File: src/hw/rtl/ffud_pkg.sv
// Shared package for the form field extractor with URL decoding.
// Holds character codes, buffer sizing, result and config types, and the hex and put_byte helpers.
// No dependencies.
package ffud_pkg;

    localparam int KEY_MAX   = 8;
    localparam int RES_MAX   = 3;
    localparam int OB_DEPTH  = 8;
    localparam int OB_AW     = $clog2(OB_DEPTH);

    localparam logic [7:0] CH_PLUS  = 8'h2B;
    localparam logic [7:0] CH_PCT   = 8'h25;
    localparam logic [7:0] CH_AMP   = 8'h26;
    localparam logic [7:0] CH_EQ    = 8'h3D;
    localparam logic [7:0] CH_SPACE = 8'h20;

    // Configuration register indexes.
    localparam logic CFG_KEY_BYTES  = 1'b0;
    localparam logic CFG_KEY_LENGTH = 1'b1;

    typedef struct packed {
        logic [63:0] key_bytes;
        logic [3:0]  key_length;
    } t_cfg;

    typedef struct packed {
        logic [7:0] out_byte;
        logic       byte_valid;
        logic       found;
        logic       done_res;
    } t_res_item;

    typedef struct packed {
        logic [1:0]                count;
        t_res_item [RES_MAX-1:0]   item;
    } t_res_set;

    typedef struct packed {
        logic             space;
        logic [OB_AW:0]   count;
    } t_buf_status;

    // Returns {valid, nibble}.
    function automatic logic [4:0] hex_val(logic [7:0] c);
        logic [4:0] r;
        r = 5'b0;
        if (c >= 8'h30 && c <= 8'h39) begin
            r = {1'b1, 4'(c - 8'h30)};
        end else if (c >= 8'h61 && c <= 8'h66) begin
            r = {1'b1, 4'(c - 8'h57)};
        end else if (c >= 8'h41 && c <= 8'h46) begin
            r = {1'b1, 4'(c - 8'h37)};
        end
        return r;
    endfunction

    function automatic t_res_set put_byte(t_res_set s, logic [7:0] b);
        t_res_set r;
        r = s;
        r.item[s.count] = '{out_byte: b, byte_valid: 1'b1, found: 1'b0, done_res: 1'b0};
        r.count = s.count + 2'd1;
        return r;
    endfunction

endpackage

File: src/hw/rtl/ffud_decode.sv
// Segment parser, key matcher and URL decoder for one body byte per cycle.
// Depends on ffud_pkg; produces up to RES_MAX results for the output buffer.
module ffud_decode
    import ffud_pkg::*;
(
    input  logic       i_clk,
    input  logic       i_rst_n,
    input  t_cfg       i_cfg,
    input  logic       i_valid,
    input  logic [7:0] i_byte,
    input  logic       i_end,
    output t_res_set   o_res
);

    typedef enum logic [1:0] {
        PH_KEY      = 2'd0,
        PH_VALUE    = 2'd1,
        PH_SKIP     = 2'd2,
        PH_FINISHED = 2'd3
    } t_phase;

    typedef enum logic [1:0] {
        ESC_NONE  = 2'd0,
        ESC_PCT   = 2'd1,
        ESC_DIGIT = 2'd2
    } t_esc;

    t_phase     r_phase, n_phase;
    logic [3:0] r_key_index, n_key_index;
    logic       r_key_mismatch, n_key_mismatch;
    t_esc       r_esc, n_esc;
    logic [7:0] r_held, n_held;

    function automatic t_res_set flush_esc(t_res_set s, t_esc esc, logic [7:0] held);
        t_res_set r;
        r = s;
        if (esc == ESC_PCT) begin
            r = put_byte(r, CH_PCT);
        end else if (esc == ESC_DIGIT) begin
            r = put_byte(r, CH_PCT);
            r = put_byte(r, held);
        end
        return r;
    endfunction

    always_comb begin
        logic [3:0] eff;
        logic [4:0] hx;
        logic [4:0] hx_hi;
        logic       cont;
        logic       found;
        t_res_set   res;

        n_phase        = r_phase;
        n_key_index    = r_key_index;
        n_key_mismatch = r_key_mismatch;
        n_esc          = r_esc;
        n_held         = r_held;
        res            = '0;
        cont           = 1'b1;
        found          = 1'b0;
        eff   = (i_cfg.key_length > 4'(KEY_MAX)) ? 4'(KEY_MAX) : i_cfg.key_length;
        hx    = hex_val(i_byte);
        hx_hi = hex_val(r_held);

        if (i_valid) begin
            unique case (r_phase)
                PH_KEY: begin
                    if (i_byte == CH_AMP) begin
                        n_key_index    = 4'd0;
                        n_key_mismatch = 1'b0;
                    end else if (i_byte == CH_EQ) begin
                        n_phase = (!r_key_mismatch && r_key_index == eff) ? PH_VALUE
                                                                          : PH_SKIP;
                    end else begin
                        // Index past the key length means the segment key is longer.
                        if (r_key_index >= eff ||
                            i_cfg.key_bytes[{r_key_index[2:0], 3'b000} +: 8] != i_byte) begin
                            n_key_mismatch = 1'b1;
                        end
                        if (r_key_index != 4'hF) begin
                            n_key_index = r_key_index + 4'd1;
                        end
                    end
                end
                PH_SKIP: begin
                    if (i_byte == CH_AMP) begin
                        n_phase        = PH_KEY;
                        n_key_index    = 4'd0;
                        n_key_mismatch = 1'b0;
                    end
                end
                PH_VALUE: begin
                    if (r_esc == ESC_PCT) begin
                        if (hx[4]) begin
                            n_held = i_byte;
                            n_esc  = ESC_DIGIT;
                            cont   = 1'b0;
                        end else begin
                            res   = put_byte(res, CH_PCT);
                            n_esc = ESC_NONE;
                        end
                    end else if (r_esc == ESC_DIGIT) begin
                        if (hx[4]) begin
                            res   = put_byte(res, {hx_hi[3:0], hx[3:0]});
                            cont  = 1'b0;
                        end else begin
                            res = put_byte(res, CH_PCT);
                            res = put_byte(res, r_held);
                        end
                        n_esc  = ESC_NONE;
                        n_held = 8'h00;
                    end
                    if (cont) begin
                        if (i_byte == CH_PCT) begin
                            n_esc = ESC_PCT;
                        end else if (i_byte == CH_AMP) begin
                            n_phase = PH_FINISHED;
                        end else if (i_byte == CH_PLUS) begin
                            res = put_byte(res, CH_SPACE);
                        end else begin
                            res = put_byte(res, i_byte);
                        end
                    end
                    if (n_phase == PH_FINISHED) begin
                        res    = flush_esc(res, n_esc, n_held);
                        n_esc  = ESC_NONE;
                        n_held = 8'h00;
                    end
                end
                PH_FINISHED: begin
                end
                default: begin
                end
            endcase

            if (i_end) begin
                if (n_phase == PH_VALUE) begin
                    res = flush_esc(res, n_esc, n_held);
                end
                found = (n_phase == PH_VALUE) || (n_phase == PH_FINISHED);
                // A byte with no output of its own still yields an empty done result.
                if (res.count == 2'd0) begin
                    res.item[0] = '0;
                    res.count   = 2'd1;
                end
                res.item[res.count - 2'd1].found    = found;
                res.item[res.count - 2'd1].done_res = 1'b1;
                n_phase        = PH_KEY;
                n_key_index    = 4'd0;
                n_key_mismatch = 1'b0;
                n_esc          = ESC_NONE;
                n_held         = 8'h00;
            end
        end
        o_res = res;
    end

    always_ff @(posedge i_clk) begin
        if (!i_rst_n) begin
            r_phase        <= PH_KEY;
            r_key_index    <= 4'd0;
            r_key_mismatch <= 1'b0;
            r_esc          <= ESC_NONE;
            r_held         <= 8'h00;
        end else begin
            r_phase        <= n_phase;
            r_key_index    <= n_key_index;
            r_key_mismatch <= n_key_mismatch;
            r_esc          <= n_esc;
            r_held         <= n_held;
        end
    end

endmodule

File: src/hw/rtl/ffud_outbuf.sv
// Result buffer: takes up to RES_MAX results per cycle, sends one per cycle while the receiver is ready.
// Depends on ffud_pkg.
module ffud_outbuf
    import ffud_pkg::*;
(
    input  logic        i_clk,
    input  logic        i_rst_n,
    input  t_res_set    i_res,
    input  logic        i_m_tready,
    output logic        o_m_tvalid,
    output t_res_item   o_head,
    output t_buf_status o_status
);

    t_res_item [OB_DEPTH-1:0] r_mem;
    logic [OB_AW-1:0]         r_wr_ptr, r_rd_ptr;
    logic [OB_AW:0]           r_count;
    logic                     pop;

    assign o_m_tvalid      = (r_count != '0);
    assign o_head          = r_mem[r_rd_ptr];
    assign pop             = o_m_tvalid && i_m_tready;
    assign o_status.space  = (r_count <= (OB_AW+1)'(OB_DEPTH - RES_MAX));
    assign o_status.count  = r_count;

    always_ff @(posedge i_clk) begin
        for (int k = 0; k < RES_MAX; k++) begin
            if (2'(k) < i_res.count) begin
                r_mem[r_wr_ptr + OB_AW'(k)] <= i_res.item[k];
            end
        end
    end

    always_ff @(posedge i_clk) begin
        if (!i_rst_n) begin
            r_wr_ptr <= '0;
            r_rd_ptr <= '0;
            r_count  <= '0;
        end else begin
            r_wr_ptr <= r_wr_ptr + OB_AW'(i_res.count);
            if (pop) begin
                r_rd_ptr <= r_rd_ptr + OB_AW'(1);
            end
            r_count <= r_count + (OB_AW+1)'(i_res.count) - (OB_AW+1)'(pop);
        end
    end

endmodule

File: src/hw/rtl/form_field_extract_url_decode_top.sv
// Top level of the form field extractor with URL decoding.
// Depends on ffud_pkg, ffud_decode and ffud_outbuf.
//
// Channel   Direction  Data                                  Marks
// s_axis    in         tdata[7:0] body_byte                  tlast = body_end
// m_axis    out        tdata[7:0] out_byte, [8] found        tuser = byte_valid, tlast = done_res
// cfg       in         index 0 key_bytes, 1 key_length       write enable, no read-back
//
// One body byte is taken per cycle while there is space; it is registered before decoding.
// A byte yields up to three results, sent one per cycle from an eight-entry buffer.
// The input register advances only while the buffer has three free entries, so a
// stalled output or a burst of escape flushes holds o_s_axis_tready low.
// Reset is synchronous and active low; it clears the parser and empties the buffer.
module form_field_extract_url_decode_top
    import ffud_pkg::*;
(
    input  logic        i_clk,
    input  logic        i_rst_n,
    input  logic        i_cfg_we,
    input  logic        i_cfg_index,
    input  logic [63:0] i_cfg_data,
    input  logic        i_s_axis_tvalid,
    output logic        o_s_axis_tready,
    input  logic [7:0]  i_s_axis_tdata,   // [7:0] body_byte
    input  logic        i_s_axis_tlast,
    output logic        o_m_axis_tvalid,
    input  logic        i_m_axis_tready,
    output logic [15:0] o_m_axis_tdata,   // [7:0] out_byte, [8] found, [15:9] zero
    output logic        o_m_axis_tuser,   // [0] byte_valid
    output logic        o_m_axis_tlast
);

    t_cfg        r_cfg;
    logic        r_in_valid;
    logic [7:0]  r_in_byte;
    logic        r_in_end;
    logic        advance;
    t_res_set    res;
    t_res_item   head;
    t_buf_status status;

    assign advance         = r_in_valid && status.space;
    assign o_s_axis_tready = !r_in_valid || status.space;

    always_ff @(posedge i_clk) begin
        if (!i_rst_n) begin
            r_cfg <= '0;
        end else if (i_cfg_we) begin
            unique case (i_cfg_index)
                CFG_KEY_BYTES:  r_cfg.key_bytes  <= i_cfg_data;
                CFG_KEY_LENGTH: r_cfg.key_length <= i_cfg_data[3:0];
                default: begin
                end
            endcase
        end
    end

    always_ff @(posedge i_clk) begin
        if (!i_rst_n) begin
            r_in_valid <= 1'b0;
        end else if (i_s_axis_tvalid && o_s_axis_tready) begin
            r_in_valid <= 1'b1;
        end else if (advance) begin
            r_in_valid <= 1'b0;
        end
    end

    always_ff @(posedge i_clk) begin
        if (i_s_axis_tvalid && o_s_axis_tready) begin
            r_in_byte <= i_s_axis_tdata;
            r_in_end  <= i_s_axis_tlast;
        end
    end

    ffud_decode u_decode (
        .i_clk   (i_clk),
        .i_rst_n (i_rst_n),
        .i_cfg   (r_cfg),
        .i_valid (advance),
        .i_byte  (r_in_byte),
        .i_end   (r_in_end),
        .o_res   (res)
    );

    ffud_outbuf u_outbuf (
        .i_clk      (i_clk),
        .i_rst_n    (i_rst_n),
        .i_res      (res),
        .i_m_tready (i_m_axis_tready),
        .o_m_tvalid (o_m_axis_tvalid),
        .o_head     (head),
        .o_status   (status)
    );

    assign o_m_axis_tdata = {7'b0, head.found, head.out_byte};
    assign o_m_axis_tuser = head.byte_valid;
    assign o_m_axis_tlast = head.done_res;

    // The buffer can never hold more than its depth.
    a_no_overflow: assert property (@(posedge i_clk) disable iff (!i_rst_n)
        status.count <= (OB_AW+1)'(OB_DEPTH))
        else $error("result buffer overflow");

    // A request waiting for buffer space is held unchanged.
    a_stall_hold: assert property (@(posedge i_clk) disable iff (!i_rst_n)
        (r_in_valid && !status.space) |=> (r_in_valid && $stable(r_in_byte)
                                           && $stable(r_in_end)))
        else $error("stalled input request lost");

    // Results are only produced for a byte that is being processed.
    a_res_needs_byte: assert property (@(posedge i_clk) disable iff (!i_rst_n)
        (res.count != 2'd0) |-> advance)
        else $error("result without an input byte");

    // The buffer fill follows writes and reads exactly.
    a_count_track: assert property (@(posedge i_clk) disable iff (!i_rst_n)
        1'b1 |=> status.count == $past(status.count + (OB_AW+1)'(res.count)
                                      - (OB_AW+1)'(o_m_axis_tvalid && i_m_axis_tready)))
        else $error("result buffer count mismatch");

endmodule
File: config.mk
export PLATFORM = sky130hd
export DESIGN_NAME = form_field_extract_url_decode_top
export DESIGN_NICKNAME = d
export VERILOG_FILES = /design/src/hw/rtl/ffud_pkg.sv /design/src/hw/rtl/ffud_decode.sv /design/src/hw/rtl/ffud_outbuf.sv /design/src/hw/rtl/form_field_extract_url_decode_top.sv
export SDC_FILE = /design/constraint.sdc
export NUM_CORES = 1
export LEC_CHECK = 0
export ABC_AREA = 1
export BUFFER_PORTS_ARGS = -buffer_cell sky130_fd_sc_hd__clkbuf_2
export CAP_MARGIN = 20
export CELL_PAD_IN_SITES_DETAIL_PLACEMENT = 1
export CELL_PAD_IN_SITES_GLOBAL_PLACEMENT = 1
export CORE_ASPECT_RATIO = 1.1
export CORE_MARGIN = 2
export CORE_UTILIZATION = 46
export DETAILED_ROUTE_END_ITERATION = 12
export PLACE_DENSITY_LB_ADDON = 0.1
export REMOVE_ABC_BUFFERS = 1
export SLEW_MARGIN = 20
export SYNTH_ARGS = -nofsm -noshare
export SYNTH_HDL_FRONTEND = slang
export SYNTH_HIERARCHICAL = 1
export SYNTH_SLANG_ARGS = --single-unit
export TNS_END_PERCENT = 10
File: constraint.sdc
create_clock -name i_clk -period 12.6 [get_ports i_clk]
set_input_delay 1.26 -clock i_clk [delete_from_list [all_inputs] [get_ports i_clk]]
set_output_delay 1.26 -clock i_clk [all_outputs]
set_load 0.01 [all_outputs]
-- Yosys cells after proc, flatten, opt, wreduce, memory -nomap -nowiden
Cells that the tools add are included.
- $add $sub $neg: 19
- bitwise operators: 10
- equality and inequality tests: 22
- $lt $le $gt $ge: 37
- reductions and logical operators: 33
- shift-type cells: 1
- multiplexer cells: 121
- operators with widths (operator ; count):
    2-to-1 mux 35 bit ; 22
    bitwise mux 88 bit ; 3
    2-to-1 mux 88 bit ; 3
    bitwise mux 33 bit ; 5
    demux 11 bit (select 2 bit) ; 7
    2-to-1 mux 11 bit ; 12
    demux 11 bit (select 3 bit) ; 3
    2-to-1 mux 8 bit ; 9
    indexed part select 64 x 7 -> 8 bit ; 1
    2-to-1 mux 2 bit ; 26
    AND 21 bit ; 2
    NOT 21 bit ; 2
    2-to-1 mux 4 bit ; 9
    2-to-1 mux 34 bit ; 1
    binary-select mux 11 bit (select 3 bit) ; 1
    2-to-1 mux 33 bit ; 1
    equality test 8 x 6 -> 1 bit (second input constant) ; 4
    >= comparator 8 x 7 -> 1 bit (second input constant) ; 4
    <= comparator 8 x 7 -> 1 bit (second input constant) ; 4
    AND 27 bit ; 1
    NOT 27 bit ; 1
    OR 12 bit ; 2
    logical AND 1 bit ; 19
    less-than comparator 2 x 3 -> 1 bit (second input constant) ; 6
    other kinds (43) ; 95
- input port bits: 79
- logic and storage cells: 288
- register bits after elaboration: 193
- output and inout bits: 20

-- Depth between registers and ports, before layout
- depth after elaboration: 65
- depth in mapped cells: 33
- gate-level depth less buffers: 32

-- Hierarchy
The synthesis kept the hierarchy.
- modules (own cells, without submodules) (module ; area each (um^2) ; cells each ; seq. area each (um^2) ; times used):
    ffud_outbuf ; 7395.8 ; 1289 ; 1961.9 ; 1
    ffud_decode ; 3617.2 ; 655 ; 340.3 ; 1
    form_field_extract_url_decode_top ; 3278.1 ; 458 ; 1651.6 ; 1

-- Worst setup path before layout
No wires, ideal clock.
- path kind: reg-to-reg
- start point: reg r_in_byte[0]
- end point: reg u_outbuf.r_count[3]
- cell stages (with the launch flop): 33
- setup time: 0.119 ns
- buffers on the path: 0
- clock period less this slack: 4.139 ns
- data arrival time: 4.020 ns
- path slack: 8.461 ns
- data required time: 12.481 ns
- cells stage by stage: edfxtp_1 inv_1 ha_1 inv_1 nor2_1 nand3_1 nand3_2 nand2_4 nand2_2 nand2_2 o21ai_4 inv_1 ha_1 inv_1 nand2_1 nand2_1 nand3_1 nand3_2 ha_1 nor2_1 nand4_1 nand3_2 inv_2 nand2_1 nand2_1 inv_2 ha_1 inv_1 ha_1 nand3_1 nand2_1 o21ai_0 a21oi_1
- RTL lines (element ; RTL line ; text):
    from (decl) ; form_field_extract_url_decode_top.sv:35 ; logic [7:0] r_in_byte;
    from (signal assigned) ; form_field_extract_url_decode_top.sv:70 ; r_in_byte <= i_s_axis_tdata;
    to (signal assigned) ; ffud_outbuf.sv:44 ; r_count <= r_count + (OB_AW+1)'(i_res.count) - (OB_AW+1)'(pop);
    to (decl) ; ffud_outbuf.sv:17 ; logic [OB_AW:0] r_count;

==> results.json <==
{
  "status": "complete, no violations",
  "antennaDiodeCount": 0,
  "worst_slack_ps": 6810,
  "drtPass1Iterations": 7,
  "die_w_um": 172,
  "numCtsBuffers": 17,
  "synth-seq-cells": 193,
  "maxCapViolations": 0,
  "fin_cells": 2790,
  "vdd_ir_drop_max_v": 0.000102,
  "criticalPathCategory": "reg2reg",
  "final-hold-violation-count": 0,
  "die_area_um2": 32500,
  "rsz0062_at_grt": "no",
  "clk_pin_slew_worst_paths_ps": 80,
  "slew_headroom_pct": 17.8,
  "synthArstFlopShare_pct": 0,
  "crit_fanout": 52,
  "hold_class": "reg2reg",
  "drc_errors": 0,
  "grt_pass1_vias": 15850,
  "wl_um": 56700,
  "layout_common_cells": "nand2_1, nor2_1, inv_1",
  "start_util_pct": 46.8,
  "synth_edf_count": 9,
  "finalSetupViolCount": 0,
  "seq_area_frac_synth_pct": 27.7,
  "synth_adder_area_share_pct": 2.99,
  "grt_antenna_before_repair": 1,
  "gp_congestion": 1.00,
  "grt_pass1_wl_um": 88100,
  "syn_area_um2": 14300,
  "clockBufferDepth": 2,
  "p_leak_nw": 7.43,
  "ant_nets": 0,
  "core-area_um2": 30500,
  "slew_viol_final": 0,
  "stdcell_area_um2": 15100,
  "synthToLayoutAreaGrowth_pct": 5.59,
  "synthMuxAreaShare_pct": 0.0700,
  "crit_arrival_ps": 6130,
  "grt.total_usage_pct": 35.0,
  "drive_above_1_share_pct": 9.43,
  "rows": 67,
  "clkSinkCount": 193,
  "synth_top_family_by_area": "simple AND/OR/NAND/NOR gates",
  "vias": 16113,
  "drt-wirelength-per-cell_um": 20.3,
  "period_share_pct": 45.9,
  "die_y_um": 189,
  "pre_cts_ws_ps": 7110,
  "worst_slew_pin_slew_ps": 1230,
  "yosys_most_used_dff": "dfxtp_1",
  "yosys_warnings": 6,
  "cts_tree": "yes",
  "place_area_um2": 14500,
  "via_per_inst": 5.78,
  "slowest_delay_ps": 580,
  "power.density_nw_per_um2": 117,
  "post-dp-hpwl_um": 37900,
  "io_buffers": 91,
  "synth_compound_area_share_pct": 10.1,
  "post-route-min-period_ps": 5790,
  "synth-simple-area-share_pct": 44.0,
  "gr-total-overflow": 0,
  "p_total_mw": 1.76,
  "critPathCaptureType": "flop",
  "n_fill_cell": 4392,
  "clock_latency_ps": 470,
  "clock.fmax_mhz": 173,
  "crit_slowest_cell": "nand3_1",
  "cts_setup_buffers": 0,
  "cts_max_level": 4,
  "holdWs_ps": 483,
  "utilization_pct": 49.5,
  "grt_max_degree": 74,
  "fin_skew_ps": 15.7,
  "hold_buffers": 0,
  "synthesis.instances": 2402,
  "final_common_cell": "nand2_1",
  "nets": 2475,
  "synth_xor_area_share_pct": 0.665,
  "pin_count": 99,
  "drt-initial-drc-count": 1434,
  "clock-root-buffer": "clkbuf_16",
  "critPathRequiredTime_ps": 12950,
  "synthesis.area_per_instance_um2": 5.95,
  "setup_tns_ps": 0,
  "synth_cell_types": 50,
  "cp-start-kind": "flop",
  "cts_resized": 0,
  "place_inst": 2757
}
## path summary, 6_finish.rpt
kind	start	endpoint	slack, ps	depth (start not counted)
worst max-delay path	r_in_byte[1]$_DFFE_PP_	u_outbuf/r_mem[35]$_DFF_P_	6810	29
worst min-delay path	r_cfg[13]$_SDFFE_PN0P_	r_cfg[13]$_SDFFE_PN0P_	480	2
worst max register to register	r_in_byte[1]$_DFFE_PP_	u_outbuf/r_mem[35]$_DFF_P_	6810	29
worst min register to register	r_cfg[13]$_SDFFE_PN0P_	r_cfg[13]$_SDFFE_PN0P_	480	2
## synthesized netlist by cell type, types with 11 or more instances
| master | count | share of area (%) |
|---|---|---|
| a21oi_1 | 67 | 2.3 |
| buf_2 | 79 | 2.8 |
| buf_4 | 20 | 1.1 |
| buf_6 | 20 | 1.6 |
| clkbuf_1 | 46 | 1.2 |
| dfxtp_1 | 184 | 26 |
| ha_1 | 31 | 2.7 |
| inv_1 | 265 | 7.0 |
| inv_2 | 24 | 0.63 |
| nand2_1 | 744 | 20 |
| nand2_2 | 17 | 0.74 |
| nand3_1 | 228 | 8.0 |
| nand4_1 | 121 | 5.3 |
| nor2_1 | 284 | 7.5 |
| nor3_1 | 11 | 0.39 |
| o21ai_0 | 107 | 3.7 |
| o21ai_1 | 11 | 0.39 |
| o22ai_1 | 41 | 1.8 |
## report_power, final
group	total (mW)	leakage, nW	switching [mW]	internal, mW
Sequential	0.674	1.59	0.0258	0.649
Combinational	0.495	5.55	0.355	0.140
Clock	0.594	0.297	0.290	0.304
Total	1.76	7.43	0.671	1.09
## kinds of logic (layout without fill, tap and decap cells)
| group | Yosys count | count (layout) |
|---|---|---|
| multiplexers | 1 | 1 |
| buffers and inverters | 466 | 434 |
| AND/OR/NAND/NOR | 1443 | 1443 |
| flip-flops | 193 | 193 |
| other | 1 | 7 |
| XOR/XNOR | 10 | 10 |
| adder cells (fa/ha/maj) | 33 | 33 |
| AO/OA/AOI/OAI | 255 | 255 |
## per-layer routing
layer	GRT usage (%)	share of wire (%)	up-vias
li1	-	-	7572
met1	44.1	41	7659
met2	54.3	44	673
met3	6.00	7.3	207
met4	23.9	7.3	2
met5	0	0.023	-
## sequential cells by signal, indices dropped and copies added (netlist names)
register	flops
u_outbuf/r_mem	88
r_cfg	68
r_in_byte	8
u_decode/r_held	8
u_decode/r_key_index	4
u_outbuf/r_count	4
u_outbuf/r_rd_ptr	3
u_outbuf/r_wr_ptr	3
u_decode/r_esc	2
u_decode/r_phase	2
r_in_end	1
r_in_valid	1
u_decode/r_key_mismatch	1
## critical path, delay by kind of cell, from the launching register on
kind / cells / cell delay, ps
and+or+nand+nor: 20 / 3150
AOI/OAI and AO/OA: 2 / 660
buffers and inverters: 4 / 530
adders and majority gates: 3 / 840
DFF: 1 / 480
## area by class of cell
type                            instances  area [um2]  area share (%)
Multi-Input combinational cell       1749        8300            55.0
Sequential cell                       193        3950            26.2
Inverter                              292        1100            7.29
Timing Repair Buffer                  110         598            3.96
Tap cell                              414         518            3.43
Clock buffer                           18         429            2.84
Clock inverter                         14         195            1.29
Note: power is estimated with default switching activity, not from simulation.
